==> src/assert_macros.svh <==
// ----------------------------------------------------------------------------
// assert_macros.svh
// Shared concurrent assertion macros, compiled out when ASSERT_OFF is defined
// ----------------------------------------------------------------------------
`ifndef ASSERT_MACROS_SVH
`define ASSERT_MACROS_SVH

`ifndef ASSERT_OFF
// expression holds at every clock edge out of reset
`define ASSERT_ALWAYS(label, clk, rst_n, expr) \
	label: assert property (@(posedge clk) disable iff (!rst_n) (expr)) \
		else $error("assertion failed");
// antecedent in one cycle implies consequent in the next
`define ASSERT_NEXT(label, clk, rst_n, ante, cons) \
	label: assert property (@(posedge clk) disable iff (!rst_n) (ante) |=> (cons)) \
		else $error("assertion failed");
`else
`define ASSERT_ALWAYS(label, clk, rst_n, expr)
`define ASSERT_NEXT(label, clk, rst_n, ante, cons)
`endif

`endif

==> src/upa_pkg.sv <==
// ----------------------------------------------------------------------------
// upa_pkg
// Shared types and constants of the absolute path parser
// ----------------------------------------------------------------------------
package upa_pkg;

	// counter width for byte positions and segment lengths
	localparam int LEN_BITS = 16;

	// command queue between front and back
	localparam int CQ_DEPTH = 4;
	localparam int CQ_AW    = $clog2(CQ_DEPTH);
	localparam int CQ_CW    = $clog2(CQ_DEPTH + 1);

	// result queue on the output side
	localparam int RQ_DEPTH = 4;
	localparam int RQ_AW    = $clog2(RQ_DEPTH);
	localparam int RQ_CW    = $clog2(RQ_DEPTH + 1);

	// byte classes seen by the parser
	typedef enum logic [2:0] {
		CLS_SLASH,
		CLS_PCT,
		CLS_HEX,
		CLS_PCHAR,
		CLS_STOP
	} byte_class_t;

	// final report status codes
	typedef enum logic [2:0] {
		ST_OK        = 3'd0,
		ST_EMPTY     = 3'd1,
		ST_MALFORMED = 3'd2,
		ST_TRUNC     = 3'd3,
		ST_TOOLONG   = 3'd4
	} status_t;

	// classified word handed from front to back
	typedef struct packed {
		byte_class_t cls;
		logic        is_last;
		logic        buffer_empty;
	} cmd_t;

	// one result word
	typedef struct packed {
		logic                kind;
		logic [LEN_BITS-1:0] seg_offset;
		logic [LEN_BITS-1:0] seg_length;
		status_t             status;
		logic [LEN_BITS-1:0] consumed;
		logic                last_result;
	} result_t;

endpackage

==> src/upa_front.sv <==
// ----------------------------------------------------------------------------
// upa_front
// Accepts path bytes, classifies them and queues the classified words
// ----------------------------------------------------------------------------
`include "assert_macros.svh"

module upa_front (
	input  logic            clk,
	input  logic            arst_n,
	input  logic            push,
	output logic            full,
	input  logic [7:0]      data_byte,
	input  logic            is_last,
	input  logic            buffer_empty,
	output logic            cmd_valid,
	output upa_pkg::cmd_t   cmd,
	input  logic            cmd_take
);

	upa_pkg::byte_class_t            cls;
	upa_pkg::cmd_t                   cq_mem [upa_pkg::CQ_DEPTH];
	logic [upa_pkg::CQ_AW-1:0]       wp_q;
	logic [upa_pkg::CQ_AW-1:0]       rp_q;
	logic [upa_pkg::CQ_CW-1:0]       count_q;
	logic                            wr_en;
	logic                            rd_en;

	// byte classification against the pchar and hex sets
	always_comb begin
		cls = upa_pkg::CLS_STOP;
		if (data_byte == 8'h2F) begin
			cls = upa_pkg::CLS_SLASH;
		end else if (data_byte == 8'h25) begin
			cls = upa_pkg::CLS_PCT;
		end else if (data_byte inside {[8'h30:8'h39], [8'h41:8'h46], [8'h61:8'h66]}) begin
			cls = upa_pkg::CLS_HEX;
		end else if (data_byte inside {[8'h41:8'h5A], [8'h61:8'h7A], 8'h2D, 8'h2E, 8'h5F,
				8'h7E, 8'h21, 8'h24, [8'h26:8'h2C], 8'h3B, 8'h3D, 8'h3A, 8'h40}) begin
			cls = upa_pkg::CLS_PCHAR;
		end
	end

	assign full      = (count_q == upa_pkg::CQ_CW'(upa_pkg::CQ_DEPTH));
	assign cmd_valid = (count_q != '0);
	assign wr_en     = push && !full;
	assign rd_en     = cmd_take && cmd_valid;
	assign cmd       = cq_mem[rp_q];

	// queue storage
	always_ff @(posedge clk) begin
		if (wr_en) begin
			cq_mem[wp_q] <= '{cls: cls, is_last: is_last, buffer_empty: buffer_empty};
		end
	end

	// queue pointers and fill count
	always_ff @(posedge clk or negedge arst_n) begin
		if (!arst_n) begin
			wp_q    <= '0;
			rp_q    <= '0;
			count_q <= '0;
		end else begin
			if (wr_en) begin
				wp_q <= wp_q + 1'b1;
			end
			if (rd_en) begin
				rp_q <= rp_q + 1'b1;
			end
			count_q <= count_q + upa_pkg::CQ_CW'(wr_en) - upa_pkg::CQ_CW'(rd_en);
		end
	end

	`ASSERT_ALWAYS(a_cq_bound, clk, arst_n, count_q <= upa_pkg::CQ_CW'(upa_pkg::CQ_DEPTH))
	`ASSERT_NEXT(a_cq_hold, clk, arst_n, full && !rd_en, $stable(count_q) && $stable(wp_q))

endmodule

==> src/upa_back.sv <==
// ----------------------------------------------------------------------------
// upa_back
// Path grammar state machine and the result queue
// ----------------------------------------------------------------------------
`include "assert_macros.svh"

module upa_back (
	input  logic                clk,
	input  logic                arst_n,
	input  logic                cmd_valid,
	input  upa_pkg::cmd_t       cmd,
	output logic                cmd_take,
	output logic                empty,
	input  logic                pop,
	output upa_pkg::result_t    res
);

	typedef enum logic [2:0] {
		M_START,
		M_SEG,
		M_ESC1,
		M_ESC2,
		M_SKIP
	} mode_t;

	mode_t                               mode_q, mode_n;
	logic [upa_pkg::LEN_BITS-1:0]        pos_q, pos_n;
	logic [upa_pkg::LEN_BITS-1:0]        start_q, start_n;
	logic [upa_pkg::LEN_BITS-1:0]        len_q, len_n;
	logic                                fin;
	upa_pkg::status_t                    fin_st;
	logic                                fin_last;
	logic                                seg_emit;
	logic                                room;
	logic                                hex;
	logic                                consume;
	upa_pkg::result_t                    seg_rec;
	upa_pkg::result_t                    fin_rec;
	upa_pkg::result_t                    w0;
	upa_pkg::result_t                    rq_mem [upa_pkg::RQ_DEPTH];
	logic [upa_pkg::RQ_AW-1:0]           wp_q;
	logic [upa_pkg::RQ_AW-1:0]           rp_q;
	logic [upa_pkg::RQ_CW-1:0]           count_q;
	logic [1:0]                          nw;
	logic                                rd_en;

	// take a word only when two result slots are free
	assign cmd_take = cmd_valid && (count_q <= upa_pkg::RQ_CW'(upa_pkg::RQ_DEPTH - 2));
	assign room     = (pos_q != '1);
	assign hex      = (cmd.cls == upa_pkg::CLS_HEX);
	assign consume  = (cmd.cls == upa_pkg::CLS_SLASH) || (cmd.cls == upa_pkg::CLS_PCT)
		|| (cmd.cls == upa_pkg::CLS_HEX) || (cmd.cls == upa_pkg::CLS_PCHAR);

	// grammar step
	always_comb begin
		mode_n   = mode_q;
		pos_n    = pos_q;
		start_n  = start_q;
		len_n    = len_q;
		fin      = 1'b0;
		fin_st   = upa_pkg::ST_OK;
		fin_last = cmd.is_last;
		seg_emit = 1'b0;
		if (cmd.buffer_empty) begin
			fin_last = 1'b1;
			case (mode_q)
				M_START: begin
					fin    = 1'b1;
					fin_st = upa_pkg::ST_EMPTY;
				end
				M_SEG: begin
					fin = 1'b1;
				end
				M_ESC1, M_ESC2: begin
					fin    = 1'b1;
					fin_st = upa_pkg::ST_TRUNC;
				end
				default: begin
					mode_n = M_START;
				end
			endcase
		end else begin
			case (mode_q)
				M_START: begin
					if (cmd.cls != upa_pkg::CLS_SLASH) begin
						fin    = 1'b1;
						fin_st = upa_pkg::ST_MALFORMED;
					end else begin
						pos_n   = upa_pkg::LEN_BITS'(1);
						start_n = upa_pkg::LEN_BITS'(1);
						len_n   = '0;
						mode_n  = M_SEG;
						fin     = cmd.is_last;
					end
				end
				M_SEG: begin
					if (!consume) begin
						fin = 1'b1;
					end else if (!room) begin
						fin    = 1'b1;
						fin_st = upa_pkg::ST_TOOLONG;
					end else if (cmd.cls == upa_pkg::CLS_SLASH) begin
						seg_emit = 1'b1;
						pos_n    = pos_q + 1'b1;
						start_n  = pos_q + 1'b1;
						len_n    = '0;
						fin      = cmd.is_last;
					end else if (cmd.cls == upa_pkg::CLS_PCT) begin
						pos_n = pos_q + 1'b1;
						len_n = len_q + 1'b1;
						if (cmd.is_last) begin
							fin    = 1'b1;
							fin_st = upa_pkg::ST_TRUNC;
						end else begin
							mode_n = M_ESC1;
						end
					end else begin
						pos_n = pos_q + 1'b1;
						len_n = len_q + 1'b1;
						fin   = cmd.is_last;
					end
				end
				M_ESC1: begin
					if (cmd.is_last) begin
						fin    = 1'b1;
						fin_st = upa_pkg::ST_TRUNC;
					end else if (!hex) begin
						fin    = 1'b1;
						fin_st = upa_pkg::ST_MALFORMED;
					end else if (!room) begin
						fin    = 1'b1;
						fin_st = upa_pkg::ST_TOOLONG;
					end else begin
						pos_n  = pos_q + 1'b1;
						len_n  = len_q + 1'b1;
						mode_n = M_ESC2;
					end
				end
				M_ESC2: begin
					if (!hex) begin
						fin    = 1'b1;
						fin_st = upa_pkg::ST_MALFORMED;
					end else if (!room) begin
						fin    = 1'b1;
						fin_st = upa_pkg::ST_TOOLONG;
					end else begin
						pos_n  = pos_q + 1'b1;
						len_n  = len_q + 1'b1;
						mode_n = M_SEG;
						fin    = cmd.is_last;
					end
				end
				default: begin
					if (cmd.is_last) begin
						mode_n = M_START;
					end
				end
			endcase
		end
		if (fin) begin
			mode_n = fin_last ? M_START : M_SKIP;
		end
	end

	// result words for this step
	always_comb begin
		seg_rec = '{kind: 1'b0, seg_offset: start_q, seg_length: len_q,
			status: upa_pkg::ST_OK, consumed: '0, last_result: 1'b0};
		if (fin_st == upa_pkg::ST_OK) begin
			fin_rec = '{kind: 1'b1, seg_offset: start_n, seg_length: len_n,
				status: upa_pkg::ST_OK, consumed: pos_n, last_result: 1'b1};
		end else begin
			fin_rec = '{kind: 1'b1, seg_offset: '0, seg_length: '0,
				status: fin_st, consumed: '0, last_result: 1'b1};
		end
		w0 = seg_emit ? seg_rec : fin_rec;
		nw = cmd_take ? (2'(seg_emit) + 2'(fin)) : 2'd0;
	end

	// parser state
	always_ff @(posedge clk or negedge arst_n) begin
		if (!arst_n) begin
			mode_q  <= M_START;
			pos_q   <= '0;
			start_q <= '0;
			len_q   <= '0;
		end else if (cmd_take) begin
			mode_q  <= mode_n;
			pos_q   <= pos_n;
			start_q <= start_n;
			len_q   <= len_n;
		end
	end

	// result queue storage, up to two writes a cycle
	always_ff @(posedge clk) begin
		if (nw != 2'd0) begin
			rq_mem[wp_q] <= w0;
		end
		if (nw == 2'd2) begin
			rq_mem[wp_q + 1'b1] <= fin_rec;
		end
	end

	assign empty = (count_q == '0);
	assign rd_en = pop && !empty;
	assign res   = rq_mem[rp_q];

	// result queue pointers and fill count
	always_ff @(posedge clk or negedge arst_n) begin
		if (!arst_n) begin
			wp_q    <= '0;
			rp_q    <= '0;
			count_q <= '0;
		end else begin
			wp_q    <= wp_q + upa_pkg::RQ_AW'(nw);
			if (rd_en) begin
				rp_q <= rp_q + 1'b1;
			end
			count_q <= count_q + upa_pkg::RQ_CW'(nw) - upa_pkg::RQ_CW'(rd_en);
		end
	end

	`ASSERT_ALWAYS(a_rq_bound, clk, arst_n, count_q <= upa_pkg::RQ_CW'(upa_pkg::RQ_DEPTH))
	`ASSERT_NEXT(a_end_restart, clk, arst_n, cmd_take && fin && fin_last, mode_q == M_START)
	`ASSERT_NEXT(a_error_skip, clk, arst_n, cmd_take && fin && !fin_last, mode_q == M_SKIP)

endmodule

==> src/uri_absolute_path_parser.sv <==
// Results pass through the registered command and result queues. Throughput: one byte
// per cycle while two result slots are free, set by the single-step grammar in upa_back.
// A byte that closes a segment and ends the path makes two results, popped one at a time.
// Reset (arst_n low, asynchronous) empties both queues and returns the parser to
// waiting for the leading slash with all counters at zero.
// ----------------------------------------------------------------------------
// uri_absolute_path_parser
// Streaming checker for absolute URI paths with segment and final reports
// ----------------------------------------------------------------------------
module uri_absolute_path_parser (
	input  logic                          clk,
	input  logic                          arst_n,
	input  logic                          push,
	output logic                          full,
	input  logic [7:0]                    data_byte,
	input  logic                          is_last,
	input  logic                          buffer_empty,
	output logic                          empty,
	input  logic                          pop,
	output logic                          kind,
	output logic [upa_pkg::LEN_BITS-1:0]  seg_offset,
	output logic [upa_pkg::LEN_BITS-1:0]  seg_length,
	output logic [2:0]                    status,
	output logic [upa_pkg::LEN_BITS-1:0]  consumed,
	output logic                          last_result
);

	logic              cmd_valid;
	upa_pkg::cmd_t     cmd;
	logic              cmd_take;
	upa_pkg::result_t  res;

	// byte intake and classification
	upa_front u_front (
		.clk          (clk),
		.arst_n       (arst_n),
		.push         (push),
		.full         (full),
		.data_byte    (data_byte),
		.is_last      (is_last),
		.buffer_empty (buffer_empty),
		.cmd_valid    (cmd_valid),
		.cmd          (cmd),
		.cmd_take     (cmd_take)
	);

	// grammar machine and result queue
	upa_back u_back (
		.clk       (clk),
		.arst_n    (arst_n),
		.cmd_valid (cmd_valid),
		.cmd       (cmd),
		.cmd_take  (cmd_take),
		.empty     (empty),
		.pop       (pop),
		.res       (res)
	);

	// result word to ports
	assign kind        = res.kind;
	assign seg_offset  = res.seg_offset;
	assign seg_length  = res.seg_length;
	assign status      = res.status;
	assign consumed    = res.consumed;
	assign last_result = res.last_result;

endmodule

==> config.mk <==
export PLATFORM = sky130hd
export DESIGN_NAME = uri_absolute_path_parser
export DESIGN_NICKNAME = d
export VERILOG_FILES = /design/src/upa_pkg.sv /design/src/upa_front.sv /design/src/upa_back.sv /design/src/uri_absolute_path_parser.sv
export VERILOG_INCLUDE_DIRS = /design/src /design/src/src
export SDC_FILE = /design/constraint.sdc
export NUM_CORES = 1
export LEC_CHECK = 0
export BUFFER_PORTS_ARGS = -buffer_cell sky130_fd_sc_hd__buf_2
export CELL_PAD_IN_SITES_DETAIL_PLACEMENT = 0
export CELL_PAD_IN_SITES_GLOBAL_PLACEMENT = 1
export CORE_MARGIN = 5
export CORE_UTILIZATION = 46
export CTS_CLUSTER_SIZE = 25
export DETAILED_ROUTE_END_ITERATION = 10
export PLACE_DENSITY = 0.77
export REMOVE_ABC_BUFFERS = 1
export SYNTH_ARGS = -nofsm -noshare
export SYNTH_HDL_FRONTEND = slang
export SYNTH_HIERARCHICAL = 1
export SYNTH_SLANG_ARGS = --single-unit
==> constraint.sdc <==
create_clock -name clk -period 5.5 [get_ports clk]
set_clock_uncertainty 0.1 [all_clocks]
set_input_delay 0.825 -clock clk [delete_from_list [all_inputs] [get_ports clk]]
set_output_delay 0.825 -clock clk [all_outputs]
set_load 0.005 [all_outputs]
==> results of run 1 <==
[synthesized netlist by cell type (4+ instances only)]
cell type,count
edfxtp_1,224
nor2_1,147
nand2_1,130
o21ai_0,86
a22o_1,82
dfrtp_1,65
mux4_2,57
clkbuf_1,54
a21oi_1,38
nand3_1,32
buf_2,27
inv_1,23
nor3_1,22
and2_1,20
o22ai_1,19
o21ai_1,16
xnor2_1,14
a31oi_1,13
ha_1,13
or3_1,12
xor2_1,12
nand2b_1,11
nor2b_1,11
a21o_1,8
a32o_1,8
buf_1,8
nand4_1,8
o21a_1,7
buf_4,6
nor4_1,6
o2bb2ai_1,6
o31ai_1,6
or2_2,6
o211ai_1,5
o221ai_1,5
o22a_1,5
or4_1,5
a22oi_1,4
and3_1,4
buf_6,4
dfxtp_1,4
nor2_2,4
[state kept, by name, summed over array words and instances, names as in the netlist]
register         count
u_back/mode_q        3
u_back/wp_q          2
u_back/rp_q          2
u_front/cq_mem      20
u_back/count_q       3
u_back/rq_mem      208
u_front/wp_q         2
u_back/start_q      16
u_front/count_q      3
u_back/pos_q        16
u_front/rp_q         2
u_back/len_q        16
[path summary, 6_finish.rpt]
check                           slack, ns  cells after the start             endpoint                start
worst max-delay path                 0.60                     14  u_back/rq_mem[0][8]      u_back/pos_q[0]
worst min-delay path                 0.24                      1   u_front/count_q[0]               arst_n
worst max register to register       0.60                     14  u_back/rq_mem[0][8]      u_back/pos_q[0]
worst min register to register       0.35                      2  u_back/rq_mem[1][0]  u_back/rq_mem[1][0]
max in group asynchronous            4.02                      2   u_back/start_q[10]               arst_n
min in group clk                     0.35                      2  u_back/rq_mem[1][0]  u_back/rq_mem[1][0]
[per-layer routing]
layer  GRT usage (%)  part of all wire [%]  up-vias
met5               0                 0.031        -
met4            6.86                   3.1        2
met3            3.29                   7.3       82
met2            37.7                    48      499
met1            31.7                    42     5573
li1                -                     -     5054
[cell type report]
type | count | area share (%)
Clock buffer | 46 | 5.24
Tap cell | 442 | 3.25
Clock inverter | 11 | 0.499
Timing Repair Buffer | 103 | 3.83
Multi-Input combinational cell | 889 | 37.1
Inverter | 24 | 0.529
Sequential cell | 293 | 49.5
[cell families after synthesis]
logic type / after synthesis / share of synthesized area [%]
AO/OA/AOI/OAI: 345 / 15.9
XOR/XNOR: 26 / 1.49
adder cells (fa/ha/maj): 15 / 1.32
buffers and inverters: 125 / 3.65
flip-flops: 293 / 55.1
multiplexers: 61 / 8.67
AND/OR/NAND/NOR: 442 / 13.8
[critical path: stages (launching register included)]
cell and delay [ns]:
dfrtp_1 0.49, ha_1 0.32, nand3_2 0.28, or4_1 0.83
buf_4 0.28, nand2_1 0.12, a21o_1 0.15, nor3_1 0.05
nor2_1 0.18, ha_1 0.27, o21ai_0 0.21, or3_1 0.51
and2_1 0.23, inv_2 0.06, buf_4 0.41
[power breakdown]
part	switching (W)	leakage, nW	internal [W]
clock	0.000843	0.475	0.00116
sequential	0.000362	2.98	0.00290
combinational	0.00188	2.34	0.00120
total	0.00309	5.80	0.00526
[per-stage QoR]
step	std cells	util (%)	instance area, um^2	power [W]	hold slack (ns)
final	1808	52.1	17000	0.00834	0.244
after global routing	1808	52.1	17000	0.00880	0.292
after CTS	1808	52.1	17000	0.00841	0.253
after detailed placement	1751	49.1	16100	0.00640	0.337
after global placement	1751	49.1	16100	0.00635	0.335
after floorplan	1206	-	14800	0.00507	0.318
==> impl_metrics.py, run 1 <==
metrics = {
    "finish": {
        "antenna_cells": 0,
        "final_cell_mix": "edfxtp_1, nor2_1, nand2_1",
        "syn2layout_area_growth_pct": 11.3,
        "multi_input_area_um2": 6330,
        "layout-drive-gt1-share_pct": 18.5,
        "regArea_um2": 8440,
        "nFillCells": 2851,
        "layout_commonest_cell": "edfxtp_1",
        "fin_nets": 1371,
    },
    "logic_synthesis": {
        "synth_edf_count": 224,
        "yosysWarnings": 6,
        "postSynth.asyncResetShare_pct": 22.2,
        "synth_largest_area_cell": "edfxtp_1",
        "synth_area_leaders": "edfxtp_1, dfrtp_1, mux4_2",
        "syn_inst": 1307,
        "ys_ff_latch": 293,
        "netlist.area_leader.share_pct": 44.0,
        "syn_area_um2": 15300,
        "synth_ff_type": "edfxtp_1",
        "synth.yosys.seq_area_share_pct": 55.1,
        "synthDistinctLibCells": 89,
        "synth_area_per_cell_um2": 11.7,
    },
    "sta": {
        "setup_viol": 0,
        "worst_pin_slew_ns": 1.13,
        "setup_slack_ns": 0.598,
        "period_needed_ns": 4.90,
        "hold_viol": 0,
        "slew_viol_final": 0,
        "slew_headroom_pct": 24.0,
        "fmax_mhz": 204,
        "finalSetupTns_ns": 0,
        "finalCritPeriodShare_pct": 89.1,
        "rsz0062_at_grt": "no",
    },
    "run": {
        "maxCapViolCount": 0,
    },
    "clock_tree": {
        "cts_buffer_depth": 3,
        "tritoncts.num_buffers": 31,
        "clk_pin_slew_ns": 0.07,
        "post_cts_resize_count": 0,
        "clock-root-buffer": "clkbuf_16",
        "htreeDepth": 1,
        "hold_buffers": 0,
        "cts_setup_buffers": 0,
        "cts_tree": "done",
        "cts_sinks": 293,
        "clk_latency_ns": 0.56,
    },
    "power_and_ir_drop": {
        "power_density_nw_per_um2": 490,
        "p_leak_nw": 5.80,
        "ir_drop_mv": 0.321,
    },
    "critical_path": {
        "critPathLaunchType": "flip-flop",
        "crit_type": "reg2reg",
        "critPathCaptureType": "flip-flop",
        "required_ns": 5.60,
        "cp.arrival_ns": 5.00,
        "critical_path.max_fanout": 31,
    },
    "global_routing": {
        "antenna_found_initial": 1,
        "grt_usage_pct": 22.9,
        "grt_pass1_wl_mm": 65.4,
        "grt_max_degree": 47,
        "grt.overflow.total": 0,
        "grt_pass1_vias": 10961,
    },
    "routing": {
        "remaining_drc_errors": 0,
        "wire_per_inst_um": 23.3,
        "first_pass_iters": 7,
        "wl_mm": 42.2,
        "avgViaCountPerCell": 6.20,
        "drtIter0Drc": 1113,
        "drtAntennaViolNets": 0,
        "vias": 11210,
    },
    "placed_design": {
        "dp_slack_ns": 0.685,
        "routabilityCongestion": 0.922,
        "io_buffers": 68,
        "dpl.hpwl_mm": 28.2,
    },
    "floorplan": {
        "initial_core_util_pct": 46.8,
        "ios": 69,
        "num_rows": 66,
        "die_w_um": 192,
        "die_height_um": 192,
        "dieArea_um2": 37000,
        "core_um2": 32700,
    },
    "run_status": {
        "status": "complete, no violations",
    },
    "min_path": {
        "min_path_type": "in2async",
    },
}
No activity file was read; power rests on OpenSTA's default activity.
==> run 2: changes to the inputs <==
- CORE_UTILIZATION: 46 -> 45
- PLACE_DENSITY: 0.77 -> 0.76
- SYNTH_HIERARCHICAL: 1 -> not set
- clock period: 5.5 -> 4.2 ns (I/O delays scaled with it)
==> run 2 against run 1 <==
  * Die area rose by 0.46%
  * Synthesized area is 1.7% lower
  * Final area grew 2.0%
  * Hold slack lost 0.036 ns
  * Sequential share of layout area fell by 0.97 points
  * Utilization up 0.13 points
  * Clock-buffer cell count is 10 lower
  * Largest cell class unchanged
  * Highest routed layer is now met4
==> impl_metrics.py, run 2 <==
metrics = {
    "logic_synthesis": {
        "yosysWarnings": 0,
        "synth_ff_type": "edfxtp_1",
        "synth.most_common_cell": "edfxtp_1",
        "synthDistinctLibCells": 74,
        "synth_area_leaders": "edfxtp_1, dfrtp_1, mux4_2",
        "netlist.area_leader.share_pct": 44.7,
        "synth.yosys.seq_area_share_pct": 56.0,
        "postSynth.asyncResetShare_pct": 22.2,
        "syn_inst": 1329,
        "synth_largest_area_cell": "edfxtp_1",
        "synth_top_cells_by_count": "edfxtp_1, nand2_1, nor2_1",
        "syn_area_um2": 15000,
        "ys_ff_latch": 293,
        "synth_edf_count": 224,
        "synth_area_per_cell_um2": 11.3,
    },
    "clock_tree": {
        "htreeDepth": 1,
        "clock-root-buffer": "clkbuf_16",
        "cts_buffer_depth": 3,
        "clk_pin_slew_ns": 0.06,
        "tritoncts.num_buffers": 30,
        "cts_sinks": 293,
        "clk_latency_ns": 0.56,
        "cts_tree": "done",
    },
    "sta": {
        "period_needed_ns": 4.01,
        "worst_pin_slew_ns": 0.970,
        "finalSetupTns_ns": 0,
        "slew_headroom_pct": 35.3,
        "finalCritPeriodShare_pct": 95.4,
        "setup_slack_ns": 0.191,
        "setup_viol": 0,
        "rsz0062_at_grt": "yes",
        "hold_viol": 0,
        "fmax_mhz": 249,
        "slew_viol_final": 0,
    },
    "routing": {
        "vias": 11426,
        "remaining_drc_errors": 0,
        "drtAntennaViolNets": 0,
        "avgViaCountPerCell": 6.01,
        "drtIter0Drc": 1143,
        "first_pass_iters": 6,
        "wl_mm": 43.2,
        "wire_per_inst_um": 22.7,
    },
    "placed_design": {
        "dp_cells": 1839,
        "io_buffers": 68,
        "dpl.hpwl_mm": 29.0,
        "dp_slack_ns": -0.0890,
        "routabilityCongestion": 0.938,
    },
    "power_and_ir_drop": {
        "ir_drop_mv": 0.629,
        "p_sw_w": 0.00438,
        "p_clk_share_pct": 22.3,
        "p_leak_nw": 5.86,
        "power.total_w": 0.0116,
        "p_int_w": 0.00719,
        "power_density_nw_per_um2": 665,
        "comb_power_share_pct": 39.9,
        "seq_power_share_pct": 37.8,
        "switching_share_pct": 37.9,
    },
    "finish": {
        "fin_nets": 1459,
        "layout_commonest_cell": "edfxtp_1",
        "regMostFlops": "u_back.rq_mem",
        "final_cell_mix": "edfxtp_1, nand2_1, nor2_1",
        "layout-drive-gt1-share_pct": 21.0,
        "antenna_cells": 0,
        "top_regs": "u_back.rq_mem (208), u_front.cq_mem (20)",
        "stdcell_count": 1902,
        "multi_input_area_um2": 6200,
        "largest_reg_flops": 208,
        "syn2layout_area_growth_pct": 15.6,
        "nFillCells": 2953,
        "regArea_um2": 8440,
        "final_core_util_pct": 52.2,
    },
    "floorplan": {
        "initial_core_util_pct": 45.2,
        "dieArea_um2": 37200,
        "ios": 69,
        "die_w_um": 193,
        "die_height_um": 193,
        "num_rows": 67,
        "core_um2": 33300,
    },
    "global_routing": {
        "grtUsageMet2_pct": 36.4,
        "grt_max_degree": 54,
        "antenna_found_initial": 0,
        "grt_pass1_vias": 11127,
        "grt_usage_pct": 23.2,
        "top_usage_layer": "met2",
        "grt_use_met1_pct": 34.0,
        "grt_use_met3_pct": 3.76,
        "grt.overflow.total": 0,
        "grt_pass1_wl_mm": 66.3,
    },
    "run_status": {
        "status": "complete, no violations",
    },
    "min_path": {
        "min_path_type": "in2reg",
    },
    "run": {
        "maxCapViolCount": 0,
    },
    "critical_path": {
        "cp.arrival_ns": 4.29,
        "required_ns": 4.48,
        "crit_type": "reg2reg",
        "critPathCaptureType": "flip-flop",
        "critical_path.max_fanout": 20,
        "critPathLaunchType": "flip-flop",
    },
}
-- run 2: cell types whose count changed in the layout (fill, tap and decap cells not counted), moves of 12 or more --
cell | before | now
a21oi_1 | 37 | 67
o22ai_1 | 19 | 7
o21ai_0 | 86 | 113
nand2_1 | 130 | 181
nor2_1 | 147 | 125
buf_4 | 31 | 76
a22o_1 | 82 | 50
a22oi_1 | 4 | 16
-- run 2: kinds of logic after synthesis --
group / count (synthesis) / synth area share [%]
compound gates: 350 / 15.0
xor+xnor: 26 / 1.51
fa+ha+maj: 15 / 1.35
buf+inv: 116 / 3.10
flops: 293 / 56.0
mux: 62 / 8.88
simple gates: 467 / 14.1
-- run 2: per-layer routing --
metal | routed length [um] | part of all wire, %
met1 | 18800 | 44
met2 | 19900 | 46
met3 | 3350 | 7.8
met4 | 1070 | 2.5
met5 | 0 | 0
-- run 2: worst paths after layout --
kind	startpoint	end	slack [ns]	cells past startpoint
max	u_front.rp_q[0]	u_back.rq_mem[0][35]	0.19	13
min	is_last	u_front.cq_mem[2][1]	0.21	1
max reg2reg	u_front.rp_q[0]	u_back.rq_mem[0][35]	0.19	13
min reg2reg	u_back.rq_mem[2][0]	u_back.rq_mem[2][0]	0.36	2
max in group asynchronous	arst_n	u_back.len_q[10]	2.63	3
min in group asynchronous	arst_n	u_back.pos_q[5]	0.46	2
-- run 2: stage by stage --
step,cell area (um^2),hold WS [ns]
floorplan,14700,0.234
global placement,16300,0.330
detailed placement,16300,0.350
CTS,17300,0.186
global route,17400,0.195
finish,17400,0.208
-- run 2: power by group through the flow --
stage               sequential, W  combinational [W]  clock [W]
finish                    0.00437            0.00462    0.00258
global route              0.00445            0.00500    0.00274
CTS                       0.00437            0.00455    0.00262
detailed placement        0.00443            0.00454          0
global placement          0.00439            0.00449          0
floorplan                 0.00434            0.00253          0
-- run 2: timing repair --
item,4_1_cts,5_1_grt
setup endpoints to repair,26,109
gates resized for setup,2,10
hold endpoints to repair,15,0
setup buffers,1,5
hold buffers,1,0
pin swaps,0,1
-- run 2: worst max-delay path, stage by stage (launching register included) --
cell,delay [ns]
dfrtp_2,0.46
mux4_2,0.59
nor3b_4,0.27
o31ai_1,0.11
a211oi_1,0.23
a41oi_1,0.22
ha_2,0.43
nor2_2,0.07
or3_1,0.33
or2_2,0.33
nor2_2,0.16
buf_4,0.32
nand2_1,0.10
o21ai_0,0.10
-- run 2: area by class of cell --
type	instances	area share (%)
well taps	448	3.22
repair buffers	155	6.45
multi-input cells	920	35.6
clock inverters	20	0.972
flip-flops and latches	293	48.6
clock buffers	36	4.50
inverters	30	0.655
